**src/rtl/core/bpsm_pkg.sv**
```systemverilog
// ----------------------------------------------------------------------------
// bpsm_pkg
// Shared widths, constants, codes and helpers for the Bernoulli / power sum
// block.
// ----------------------------------------------------------------------------
package bpsm_pkg;

  localparam int unsigned ValW     = 31;
  localparam int unsigned IdxW     = 8;
  localparam int unsigned CountW   = 63;
  localparam int unsigned DepthDef = 256;

  localparam logic [ValW-1:0] ModReset = 31'd1000000007;

  localparam logic CmdBern = 1'b0;
  localparam logic CmdSum  = 1'b1;

  // request to and response from the serial modular multiplier
  typedef struct packed {
    logic            start;
    logic [ValW-1:0] a;
    logic [ValW-1:0] b;
  } mul_req_t;

  typedef struct packed {
    logic            busy;
    logic            done;
    logic [ValW-1:0] res;
  } mul_rsp_t;

  // a + b mod m for a, b < m
  function automatic logic [ValW-1:0] add_mod(logic [ValW-1:0] a, logic [ValW-1:0] b,
                                              logic [ValW-1:0] m);
    logic [ValW:0] s;
    s = {1'b0, a} + {1'b0, b};
    if (s >= {1'b0, m}) begin
      s = s - {1'b0, m};
    end
    return s[ValW-1:0];
  endfunction

endpackage

```
**src/rtl/core/bpsm_mulmod.sv**
```systemverilog
// ----------------------------------------------------------------------------
// bpsm_mulmod
// Bit-serial modular multiplier: one multiplier bit per cycle, MSB first,
// doubling and adding, with a conditional subtract after each, at every step.
// ----------------------------------------------------------------------------
module bpsm_mulmod
  import bpsm_pkg::*;
(
  input  logic            clk_i,
  input  logic            rst_ni,
  input  logic [ValW-1:0] mod_i,
  input  mul_req_t        req_i,
  output mul_rsp_t        rsp_o
);

  localparam int unsigned CntW = $clog2(ValW);

  logic            run_q, run_d;
  logic            done_q, done_d;
  logic [CntW-1:0] cnt_q, cnt_d;
  logic [ValW-1:0] a_q, a_d;
  logic [ValW-1:0] b_q, b_d;
  logic [ValW-1:0] r_q, r_d;
  logic [ValW:0]   dbl;
  logic [ValW:0]   dbl_red;
  logic [ValW:0]   sum;
  logic [ValW:0]   sum_red;

  always_comb begin
    dbl     = {r_q, 1'b0};
    dbl_red = (dbl >= {1'b0, mod_i}) ? dbl - {1'b0, mod_i} : dbl;
    sum     = dbl_red + (b_q[ValW-1] ? {1'b0, a_q} : '0);
    sum_red = (sum >= {1'b0, mod_i}) ? sum - {1'b0, mod_i} : sum;
  end

  always_comb begin
    run_d  = run_q;
    done_d = 1'b0;
    cnt_d  = cnt_q;
    a_d    = a_q;
    b_d    = b_q;
    r_d    = r_q;
    if (req_i.start) begin
      run_d = 1'b1;
      cnt_d = CntW'(ValW - 1);
      a_d   = req_i.a;
      b_d   = req_i.b;
      r_d   = '0;
    end else if (run_q) begin
      r_d = sum_red[ValW-1:0];
      b_d = {b_q[ValW-2:0], 1'b0};
      cnt_d = cnt_q - CntW'(1);
      if (cnt_q == '0) begin
        run_d  = 1'b0;
        done_d = 1'b1;
      end
    end
  end

  always_ff @(posedge clk_i or negedge rst_ni) begin
    if (!rst_ni) begin
      run_q  <= 1'b0;
      done_q <= 1'b0;
    end else begin
      run_q  <= run_d;
      done_q <= done_d;
    end
  end

  always_ff @(posedge clk_i) begin
    cnt_q <= cnt_d;
    a_q   <= a_d;
    b_q   <= b_d;
    r_q   <= r_d;
  end

  assign rsp_o.busy = run_q;
  assign rsp_o.done = done_q;
  assign rsp_o.res  = r_q;

endmodule

```
**config.mk**
```make
export PLATFORM = sky130hd
export DESIGN_NAME = bpsm_mulmod
export DESIGN_NICKNAME = d
export VERILOG_FILES = /design/src/rtl/core/bpsm_pkg.sv /design/src/rtl/core/bpsm_mulmod.sv
export SDC_FILE = /design/constraint.sdc
export NUM_CORES = 1
export LEC_CHECK = 0
export BUFFER_PORTS_ARGS = -buffer_cell sky130_fd_sc_hd__buf_2
export CORE_MARGIN = 2
export CORE_UTILIZATION = 30
export CTS_CLUSTER_DIAMETER = 120
export DETAILED_ROUTE_END_ITERATION = 10
export MAX_ROUTING_LAYER = met4
export PLACE_DENSITY_LB_ADDON = 0.3
export RECOVER_POWER = 100
export SYNTH_ARGS = -nofsm -noshare
export SYNTH_HDL_FRONTEND = slang
export SYNTH_SLANG_ARGS = --single-unit
```
**constraint.sdc**
```tcl
create_clock -name clk_i -period 7.6 [get_ports clk_i]
set_input_delay 1.14 -clock clk_i [delete_from_list [all_inputs] [get_ports clk_i]]
set_output_delay 1.14 -clock clk_i [all_outputs]
set_load 0.02 [all_outputs]
```
# Yosys cells after proc, flatten, opt, wreduce, memory -nomap -nowiden
# Index checks and enable logic that the tools add are counted.
# totals
wordCells,25
output_inout_bits,33
inputBits,96
regBits,100
# classes
addsub,4
n_lt_le_gt_ge,2
n_mux,11
reduce_logical,2
# op_table
cell,count
31-bit two-way mux,4
32-bit by 31-bit greater-or-equal comparator with 1-bit output,2
32-bit by 31-bit adder with 32-bit output,1
32-bit two-way mux,1
32-bit by 31-bit subtractor with 32-bit output,1
31-bit subtractor,1
1-bit two-way mux,6
5-bit zero test,1
5-bit by 1-bit subtractor with 5-bit output (second input constant),1
2-bit nonzero test,1

# Depth between registers and ports, before layout
# Gate-level depths: netlist (run 1).
# logic_depth
depth_word,5
ltp_mapped,35
ltp_nobuf,32

# Worst setup path before layout (run 1)
# Ideal clock, no wire load.
# synth_path
path_kind,input-to-reg
startpoint,input port mod_i[11]
endpoint,register r_q[10]
stages,35
setup_slack_ps,-181
arrival_ps,7604
setup_ps,177
n_path_buf,5
path_cell_list,inv_1 ha_1 buf_4 a211oi_1 o211ai_1 a41oi_1 o2111ai_1 a21oi_1 clkbuf_1 clkbuf_1 nor2_1 ha_1 inv_1 fa_1 nand2b_1 a211oi_1 or3_1 a31oi_1 o21bai_1 a21o_1 a21oi_1 xnor2_1 ha_1 nand3_1 nor2_1 and3_1 a221o_1 a221oi_2 o2111ai_1 a21boi_0 mux2i_4 buf_6 buf_6 nand3_1 o221ai_1
# synth_via
elab_chain_len,5
# synth_lines
element,line,text
"start, declared",bpsm_mulmod.sv:11,"input logic [ValW-1:0] mod_i,"
32-bit by 31-bit subtractor with 32-bit output / 32-bit by 31-bit greater-or-equal comparator with 1-bit output (equally long branches),bpsm_mulmod.sv:31,"dbl_red = (dbl >= {1'b0, mod_i}) ? dbl - {1'b0, mod_i} : dbl;"
32-bit two-way mux,bpsm_mulmod.sv:31,
32-bit by 31-bit adder with 32-bit output,bpsm_mulmod.sv:32,"sum = dbl_red + (b_q[ValW-1] ? {1'b0, a_q} : '0);"
32-bit by 31-bit greater-or-equal comparator with 1-bit output / 31-bit subtractor (equally long branches),bpsm_mulmod.sv:33,"sum_red = (sum >= {1'b0, mod_i}) ? sum - {1'b0, mod_i} : sum;"
31-bit two-way mux *,bpsm_mulmod.sv:33,
"end signal, assigned",bpsm_mulmod.sv:74,r_q <= r_d;
"end, declared",bpsm_mulmod.sv:23,"logic [ValW-1:0] r_q, r_d;"
# Mark *: on every way between the ends. The rest lies on a longest branch, timed or not.
# A chain may end at the register's enable or synchronous reset.

# Final worst setup path (run 1)
# layout_path
startpoint,input port mod_i[21]
endpoint,register r_q[23]
# layout_via
elab_chain_len,5
# layout_lines
element,line
32-bit by 31-bit subtractor with 32-bit output / 32-bit by 31-bit greater-or-equal comparator with 1-bit output (equally long branches),bpsm_mulmod.sv:31
32-bit two-way mux,bpsm_mulmod.sv:31
32-bit by 31-bit adder with 32-bit output,bpsm_mulmod.sv:32
31-bit subtractor / 32-bit by 31-bit greater-or-equal comparator with 1-bit output (equally long branches),bpsm_mulmod.sv:33
31-bit two-way mux *,bpsm_mulmod.sv:33
# Marks and branches as above.

==> metrics.md, run 1 <==
| Metric | Value |
|---|---|
| Unrepaired setup endpoints after global routing | no |
| Synth unique cells | 76 |
| Pre-CTS setup slack | -0.5201 ns |
| Synth warn | 0 |
| Detail Placement HPWL | ~23,000 µm |
| Placed insts | 1,705 |
| First DRT Iteration DRCs | between 400 and 500 |
| Post-synthesis sequential area ratio | roughly 29% |
| Predominant post-synthesis flop cell | edfxtp_1 |
| TritonRoute pass-1 iters | 5 |
| GRT overflow | 0 |
| Max FO, Critical Path | 16 |
| I/O Pins | between 100 and 150 |
| Count of final hold-check violations | 0 |
| # hold bufs at CTS | 0 |
| Area grow syn2layout | 29.48% |
| Slew @ Worst Pin | between 1 and 1.5 ns |
| Clk_skew | around 0.015 ns |
| Fmax | between 100 and 150 MHz |
| Synthesized netlist cell count | between 1k and 1.5k |
| Final setup vio count | 0 |
| Fill cells | 3,161 |
| Nets | 1,520 |
| Most common cell after layout, fill and taps aside | buf_4 |
| Number of global-route vias before repair | roughly 8.4k |
| DRC | 0 |
| Clock transition at path regs | ~0.090 ns |
| M1 wire length | approximately 14,000 µm |
| Vias per cell | 4.999 |
| Worst path max stage delay | ~0.40 ns |
| DR top layer | met4 |
| Wire per inst | roughly 17 µm |
| CTS tree | built |
| RePlAce Congestion | a little over 0.9 |
| Startpoint Class | input pin |
| Detail Route met3 WL | 1003 µm |
| Syn Nets | about 1.2k |
| Async S/R FF share, synth | 2.000% |
| Die area | roughly 32,000 µm² |
| First-pass GRT wire length | roughly 45,000 µm |
| CTS root buf | clkbuf_16 |
| Metal2 WL | ~13,000 µm |
| Antenna Nets Post-Route | 0 |
| Non-Filler Instances | approximately 1.7k |
| Worst hold path type | input pin to async pin |
| Minimum clock period | ~7.3 ns |
| PnR worst setup slack | approximately 0.32 ns |
| Initial antenna violation count | 0 |
| Synthesized flop and latch total | 100 |
| TritonCTS Sinks | 100 |
| Crit path required time | 7.89 ns |
| Core area | roughly 30,000 µm² |
| Outcome | finished clean |
| Max Cap Viol | 0 |
| Seq. cell area | approximately 2600 µm² |
| Post-synth EDFFs | 62 |
| CTS Buf Count | 9 |
| Netlist Area Pre-Place | roughly 9200 µm² |
| Rel. slew slack | a little over 30% |
| Avg Cell Area, Syn | a little under 9 µm² |
| Skew-Pair Late Insertion Delay | between 0.3 and 0.4 ns |
| Worst Path Arrival | around 7.6 ns |
| Slowest cell on crit path | o21ai_0 |
| CP top delay family | compound AO/OA/AOI/OAI gates |
| Area of the multi-input gates | between 6000 and 7000 µm² |
| Crit. End Element | flip-flop |
| Final period util | between 90 and 100% |
| Final WL | ~29,000 µm |
| CP bufs+invs | 7 |
| Largest net degree at the start of global routing | between 50 and 60 |
| # diodes | 0 |
| Final Max Slew Viols | 0 |
| H-tree levels | 3 |
| Commonest non-fill, non-tap cells in the layout | buf_4 (167), buf_2 (94), ha_1 (93) |
| Die Wd | 179.4 µm |
| Die Ht | 179.4 µm |
| GRT Util Overall | 18.06% |
| Input/output buffers | around 130 |
| Rows | 64 |
| Initial core utilization | roughly 30% |
| Critical Setup Path Class | input pin to flip-flop |
| Layout cells sized above 1 | a little over a quarter |
| Max clock buf depth | 2 |
| Vias | 8,639 |
stage by stage:
stage,cell area [µm²],hold slack (ns),util (%),TNS (ns)
CTS,11780,0.5045,38.72,0
floorplan,9235,0.4708,-,0
detailed placement,11450,0.4858,37.63,-13.37
global route,11950,0.5074,39.28,0
global placement,11450,0.4891,37.63,-13.65
finish,11950,0.5181,39.28,0
layer usage:
metal | vias up | track usage, %
li1 | 4410 | -
met1 | 4007 | 24.30
met2 | 193 | 28.12
met3 | 29 | 2.370
met4 | 0 | 5.789
met5 | - | -
area by class of cell:
| type | instances | area share (%) |
|---|---|---|
| Clock buffer | 9 | 1.884 |
| Clock inverter | 7 | 0.7013 |
| Inverter | 65 | 2.041 |
| Multi-Input combinational cell | 850 | 52.89 |
| Sequential cell | 100 | 22.03 |
| Tap cell | 396 | 4.145 |
| Timing Repair Buffer | 301 | 16.31 |
cell families (layout without fill, tap and decap cells):
logic type | count (synthesis) | after routing | synth area share (%)
XOR/XNOR | 83 | 83 | 7.874
adder cells (fa/ha/maj) | 97 | 97 | 13.39
multiplexers | 51 | 51 | 6.247
AO/OA/AOI/OAI | 302 | 302 | 22.00
buffers and inverters | 102 | 382 | 4.716
AND/OR/NAND/NOR | 317 | 317 | 17.27
flip-flops | 100 | 100 | 28.51
repair_timing:
item / in CTS / in global routing
pin swaps: 1 / 15
gates resized for setup: 5 / 34
gates cloned: 0 / 1
endpoints found under the setup margin: 22 / 31
setup buffers: 0 / 6
path summary, 6_finish.rpt:
check	from	to	slack, ns	cells after the start
max reg2reg	r_q[20]$_SDFFE_PP0P_	r_q[23]$_SDFFE_PP0P_	0.81	30
min reg2reg	cnt_q[4]$_SDFFE_PP1P_	cnt_q[4]$_SDFFE_PP1P_	0.52	2
max in group asynchronous	rst_ni	run_q$_DFF_PN0_	6.95	1
min	rst_ni	done_q$_DFF_PN0_	0.52	1
max	mod_i[21]	r_q[23]$_SDFFE_PP0P_	0.32	32
min in group clk_i	cnt_q[4]$_SDFFE_PP1P_	cnt_q[4]$_SDFFE_PP1P_	0.52	2
registers in the layout, summed over array words and instances, names as in the netlist:
register,count
done_q,1
run_q,1
r_q,31
cnt_q,5
a_q,31
b_q,31
Yosys cell counts (9+ instances only):
master / count / area [µm²]
nand2_1: 80 / 300.3
o21bai_1: 12 / 90.09
nor2b_1: 11 / 68.82
a211oi_1: 23 / 172.7
a31oi_1: 11 / 68.82
o221ai_1: 10 / 87.58
edfxtp_1: 62 / 1862
o21ai_0: 62 / 310.3
dfxtp_1: 36 / 720.7
clkbuf_1: 24 / 90.09
nand3_1: 32 / 160.2
xor2_1: 33 / 289.0
mux2i_1: 16 / 160.2
ha_1: 94 / 1176
a21oi_1: 84 / 420.4
nand2b_1: 26 / 162.7
and2_1: 33 / 206.5
nor2_1: 71 / 266.5
mux2_2: 33 / 371.6
inv_1: 65 / 244.0
xnor2_1: 50 / 437.9
nor3_1: 17 / 85.08
a21o_1: 33 / 247.7
nand4_1: 10 / 62.56
and3_1: 9 / 56.30
o211ai_1: 9 / 67.56
Power of run 1 is left out: the tool's default activity adds up to more than one toggle a clock period on the data nets, which glitch-free logic cannot reach.
==> inputs of run 2 (changes only) <==
CELL_PAD_IN_SITES_DETAIL_PLACEMENT = 1   (was unset)
CELL_PAD_IN_SITES_GLOBAL_PLACEMENT = 1   (was unset)
CORE_ASPECT_RATIO = 1.25   (was unset)
==> run 2 against run 1 <==
The flow now finishes with violations (capacitance limit, slew limit). First-iteration DRC count decreased by 41%. Utilization rose by 1.7 points. Critical path type unchanged. Non-clock buffer count up 49. Cell count rose by 3.1%.
==> metrics.md, run 2 (synthesis results as in run 1) <==
| Metric | Value |
|---|---|
| Commonest non-fill, non-tap cells in the layout | buf_4 (218), ha_1 (94), buf_2 (93) |
| Startpoint Class | input pin |
| Worst hold path type | input pin to async pin |
| Input/output buffers | 128 (unchanged) |
| Rows | 71 (+11%) |
| Slowest cell on crit path | or3_4 |
| Final WL | 31,740 µm (+10%) |
| Worst path max stage delay | 0.41 ns (about the same) |
| Crit path top cell by count | buf_4 |
| DRC | 0 (unchanged) |
| Slew @ Worst Pin | 3.090 ns (+2.049 ns) |
| Crit. End Element | flip-flop |
| Final setup vio count | 0 (unchanged) |
| Vias per cell | 5.054 (+1.1%) |
| Seq. cell area | 2634 µm² (unchanged) |
| I/O Pins | 129 (unchanged) |
| Final core occ | 41.00% (+1.7 points) |
| Die Ht | 200.1 µm (+12%) |
| Failing checks | capacitance limit, slew limit |
| Placed insts | 1,755 (+2.9%) |
| Initial core utilization | 30.57% (+0.23 points) |
| Placed Area | 11,800 µm² (+3.0%) |
| Final period util | 95.20% (-0.54 points) |
| Worst Path Arrival | 7.46 ns (-0.10 ns) |
| CTS root buf | clkbuf_16 |
| Most common cell after layout, fill and taps aside | buf_4 |
| TritonCTS Sinks | 100 (unchanged) |
| Rel. slew slack | -106.0% (-140 points) |
| H-tree levels | 3 (unchanged) |
| Initial antenna violation count | 0 (unchanged) |
| Biggest regs | a_q: 31 flops, b_q: 31 flops, r_q: 31 flops |
| Critical Setup Path Class | input pin to flip-flop |
| Clk_skew | 0.01168 ns (-0.003439 ns) |
| Die area | 32,200 µm² (about the same) |
| Number of global-route vias before repair | 9,641 (+15%) |
| GRT overflow | 0 (unchanged) |
| Final Max Slew Viols | 39 (+39) |
| Minimum clock period | 7.235 ns (-0.04078 ns) |
| Fmax | 138.2 MHz (+0.56%) |
| Area grow syn2layout | 34.14% |
| First-pass GRT wire length | 50,360 µm (+12%) |
| GRT Util Overall | 20.38% (+2.3 points) |
| CTS Buf Count | 9 (unchanged) |
| Skew-Pair Late Insertion Delay | 0.39 ns (about the same) |
| Wire per inst | 17.81 µm (+7.1%) |
| Vias | 9,006 (+4.2%) |
| Non-Filler Instances | 1,782 (+3.1%) |
| Outcome | finished, violations left |
| Fill cells | 3,661 (+16%) |
| TritonRoute pass-1 iters | 4 (-1) |
| CTS tree | built |
| Core area | 30,200 µm² (-0.74%) |
| Design area | 12,380 µm² (+3.6%) |
| Antenna Nets Post-Route | 0 (unchanged) |
| # diodes | 0 (unchanged) |
| Largest net degree at the start of global routing | 55 (unchanged) |
| # hold bufs at CTS | 0 (unchanged) |
| Clock transition at path regs | 0.08 ns (about the same) |
| Detail Placement HPWL | 25,490 µm (+12%) |
| First DRT Iteration DRCs | 295 (-41%) |
| Die Wd | 160.9 µm (-10%) |
| Layout cells sized above 1 | 30.63% (+3.3 points) |
| Count of final hold-check violations | 0 (unchanged) |
| Nets | 1,569 (+3.2%) |
| Max FO, Critical Path | 22 (+6) |
| Max clock buf depth | 2 (unchanged) |
| Area of the multi-input gates | 6381 µm² (+0.93%) |
| Max Cap Viol | 1 (+1) |
| RePlAce Congestion | 0.8764 (-4.0%) |
| Crit path required time | 7.83 ns (-0.06 ns) |
[run 2: repair_timing]
item | 4_1_cts | 5_1_grt
setup endpoints to repair | 6 | 31
pin swaps | 1 | 19
setup buffers | 2 | 9
gates resized for setup | 4 | 51
[run 2: per-layer routing]
| layer | part of all wire (%) | vias to the layer above | routed length [µm] | global-route usage [%] |
|---|---|---|---|---|
| li1 | - | 4484 | - | - |
| met1 | 43 | 4368 | 13670 | 23.48 |
| met2 | 53 | 113 | 16670 | 36.71 |
| met3 | 2.3 | 41 | 738 | 2.878 |
| met4 | 2.1 | 0 | 661 | 5.612 |
| met5 | 0 | - | 0 | - |
[run 2: layout make-up]
type / instances / area share (%)
multi-input cells: 850 / 51.53
flip-flops and latches: 100 / 21.27
clock inverters: 7 / 0.8284
clock buffers: 9 / 1.819
inverters: 65 / 1.970
well taps: 401 / 4.051
repair buffers: 350 / 18.54
[run 2: critical path: cells and delay by family]
family                     cells  cell delay, ns
AOI/OAI and AO/OA             10            1.61
adders and majority gates      3            0.94
muxes                          2            0.44
and+or+nand+nor               11            1.90
buffers and inverters          9            1.28
xor gates and xnor gates       1            0.12
[run 2: final timing paths]
kind	to	from	slack [ns]	depth (start not counted)
setup reg to reg	r_q[5]$_SDFFE_PP0P_	r_q[18]$_SDFFE_PP0P_	0.89	34
setup / recovery	r_q[5]$_SDFFE_PP0P_	mod_i[19]	0.36	36
hold / removal	run_q$_DFF_PN0_	rst_ni	0.52	1
min in group clk_i	cnt_q[4]$_SDFFE_PP1P_	cnt_q[4]$_SDFFE_PP1P_	0.52	2
hold reg to reg	cnt_q[4]$_SDFFE_PP1P_	cnt_q[4]$_SDFFE_PP1P_	0.52	2
max in group asynchronous	run_q$_DFF_PN0_	rst_ni	6.94	1
[run 2: through the flow]
stage | TNS, ns | worst slack [ns] | hold slack, ns
6_report | 0 | 0.3648 | 0.5195
3_5_place_dp | -10.68 | -0.4640 | 0.5037
2_1_floorplan | 0 | 0.005787 | 0.4708
3_3_place_gp | -6.108 | -0.3182 | 0.4862
5_1_grt | -0.01650 | -0.01650 | 0.5116
4_1_cts | 0 | 0.01919 | 0.5049
Power of run 2 is left out for the same reason.
==> inputs of run 3 (changes only) <==
PLACE_DENSITY_LB_ADDON = 0.1   (was 0.3)
SLEW_MARGIN = 10   (was unset)
==> run 3 against run 2 <==
The run still ends with capacitance limit, slew limit left. Sequential share of layout area fell by 1.2 points. Cell count rose by 4.2%. Cell area rose by 5.8%. Global-route usage rose by 0.51 points. Register-to-register slack got worse by 0.09 ns.
==> metrics.md, run 3 (synthesis results as in run 1) <==
| Metric | Value |
|---|---|
| Skew-Pair Late Insertion Delay | 0.39 ns (about the same) |
| Max FO, Critical Path | 7 (-68%) |
| Max Cap Viol | 1 (unchanged) |
| Detail Placement HPWL | 26,200 µm (+2.8%) |
| CTS tree | built |
| Clk_skew | 0.01614 ns (+0.004457 ns) |
| Initial antenna violation count | 0 (unchanged) |
| RePlAce Congestion | 0.8346 (-4.8%) |
| Worst Hold Endpoint | cnt_q[4]$_SDFFE_PP1P_ |
| Most common cell after layout, fill and taps aside | buf_4 |
| CTS root buf | clkbuf_16 |
| Vias | 9,198 (+2.1%) |
| # diodes | 0 (unchanged) |
| Clock transition at path regs | 0.09 ns (about the same) |
| CTS Buf Count | 9 (unchanged) |
| Rel. slew slack | -48.94% (+57 points) |
| Number of global-route vias before repair | 9,798 (+1.6%) |
| Wire per inst | 17.77 µm (-0.23%) |
| Crit path from | mod_i[0] |
| Final WL | 33,000 µm (+4.0%) |
| RR Endpoint | r_q[18]$_SDFFE_PP0P_ |
| HP Start | cnt_q[4]$_SDFFE_PP1P_ |
| I/O Pins | 129 (unchanged) |
| R2r setup slk | 0.80 ns (-0.09 ns) |
| H-tree levels | 3 (unchanged) |
| First DRT Iteration DRCs | 274 (-7.1%) |
| Vias per cell | 4.953 (-2.0%) |
| Outcome | finished, violations left |
| Crit path required time | 7.84 ns (about the same) |
| Commonest non-fill, non-tap cells in the layout | buf_4 (289), buf_2 (94), ha_1 (91) |
| Input/output buffers | 128 (unchanged) |
| Crit path top cell by count | buf_4 |
| First-pass GRT wire length | 51,490 µm (+2.3%) |
| Layout cells sized above 1 | 35.92% (+5.3 points) |
| Area grow syn2layout | 41.98% |
| Final period util | 96.64% (+1.4 points) |
| Rows | 71 (unchanged) |
| Slowest cell on crit path | fa_2 |
| Biggest regs | a_q: 31 flops, b_q: 31 flops, r_q: 31 flops |
| Worst R2R Path Depth | 35 (+2.9%) |
| Crit. End Element | flip-flop |
| Failing checks | capacitance limit, slew limit |
| Nets | 1,644 (+4.8%) |
| Die Wd | 160.9 µm (unchanged) |
| Worst path max stage delay | 0.40 ns (about the same) |
| Largest net degree at the start of global routing | 56 (+1.8%) |
| Worst Path Arrival | 7.58 ns (+0.12 ns) |
| Reg2reg start | r_q[1]$_SDFFE_PP0P_ |
| Pre-CTS setup slack | -0.7079 ns (-0.2439 ns) |
| Core area | 30,200 µm² (unchanged) |
| TritonRoute pass-1 iters | 4 (unchanged) |
| TritonCTS Sinks | 100 (unchanged) |
| Die Ht | 200.1 µm (unchanged) |
| Minimum clock period | 7.345 ns (+0.1093 ns) |
| Worst hold path type | flip-flop to flip-flop |
| DRC | 0 (unchanged) |
| Max clock buf depth | 2 (unchanged) |
| Final core occ | 43.40% (+2.4 points) |
| Antenna Nets Post-Route | 0 (unchanged) |
| # hold bufs at CTS | 0 (unchanged) |
| Fmax | 136.2 MHz (-1.5%) |
| Final Max Slew Viols | 42 (+7.7%) |
| GRT Util Overall | 20.89% (+0.51 points) |
| Critical Setup Path Class | input pin to flip-flop |
| Slew @ Worst Pin | 2.234 ns (-0.8562 ns) |
| Die area | 32,200 µm² (unchanged) |
| Fill cells | 3,641 (-0.55%) |
| Hold depth | 2 |
| Initial core utilization | 30.57% (unchanged) |
| Count of final hold-check violations | 0 (unchanged) |
| Final setup vio count | 0 (unchanged) |
| Startpoint Class | input pin |
| GRT overflow | 0 (unchanged) |
| PnR worst setup slack | 0.2555 ns (-0.1093 ns) |
[run 3: changes by cell type in the layout (fill, tap and decap cells not counted), sizes merged]
cell	change
inv	-1
clkbuf	-1
buf	+76
clkinv	+2
bufinv	-1
[run 3: final cells by class]
type	count	area, µm²	share of cell area, %
Clock buffer	9	225.2	1.718
Sequential cell	100	2634	20.09
Inverter	65	244.0	1.861
Timing Repair Buffer	425	2904	22.15
Tap cell	401	501.7	3.827
Multi-Input combinational cell	850	6506	49.63
Clock inverter	7	93.84	0.7159
[run 3: how the worst max path moves through the flow]
stage	to	slack (ns)	depth (start not counted)
4_1_cts	r_q[18]$_SDFFE_PP0P_	0.006	35
3_3_place_gp	r_q[23]$_SDFFE_PP0P_	-0.66	34
3_5_place_dp	r_q[23]$_SDFFE_PP0P_	-0.71	35
6_report	r_q[18]$_SDFFE_PP0P_	0.26	37
5_1_grt	r_q[18]$_SDFFE_PP0P_	-0.08	37
2_1_floorplan	r_q[10]$_SDFFE_PP0P_	0.006	34
[run 3: per-layer routing]
metal	global-route usage, %	share of wire (%)	wire, µm	up-vias
li1	-	-	-	4643
met1	24.45	44	14410	4420
met2	38.01	53	17330	111
met3	2.547	2.5	832	24
met4	4.656	1.3	429	0
met5	-	0	0	-
[run 3: stage by stage]
stage | instance area [µm²] | TNS [ns] | hold WS, ns | cells
after floorplan | 9235 | 0 | 0.4708 | 1052
after global placement | 12240 | -17.82 | 0.4843 | 1813
after detailed placement | 12240 | -18.66 | 0.4927 | 1813
after CTS | 12780 | 0 | 0.5066 | 1839
after global routing | 13110 | -0.4862 | 0.5161 | 1857
final | 13110 | 0 | 0.5157 | 1857
[run 3: worst max-delay path: cells and delay by family]
family | cells | cell delay, ns
compound gates | 14 | 2.02
buf+inv | 9 | 1.19
fa+ha+maj | 3 | 1.09
simple gates | 6 | 0.98
mux | 3 | 0.83
xor+xnor | 2 | 0.32
[run 3: timing repair]
action                     4_1_cts  5_1_grt
setup buffers                    9       18
gates cloned                     1        0
resized for setup               30       60
setup endpoints to repair       31       31
pin swaps                       14       36
Power of run 3 is left out for the same reason.
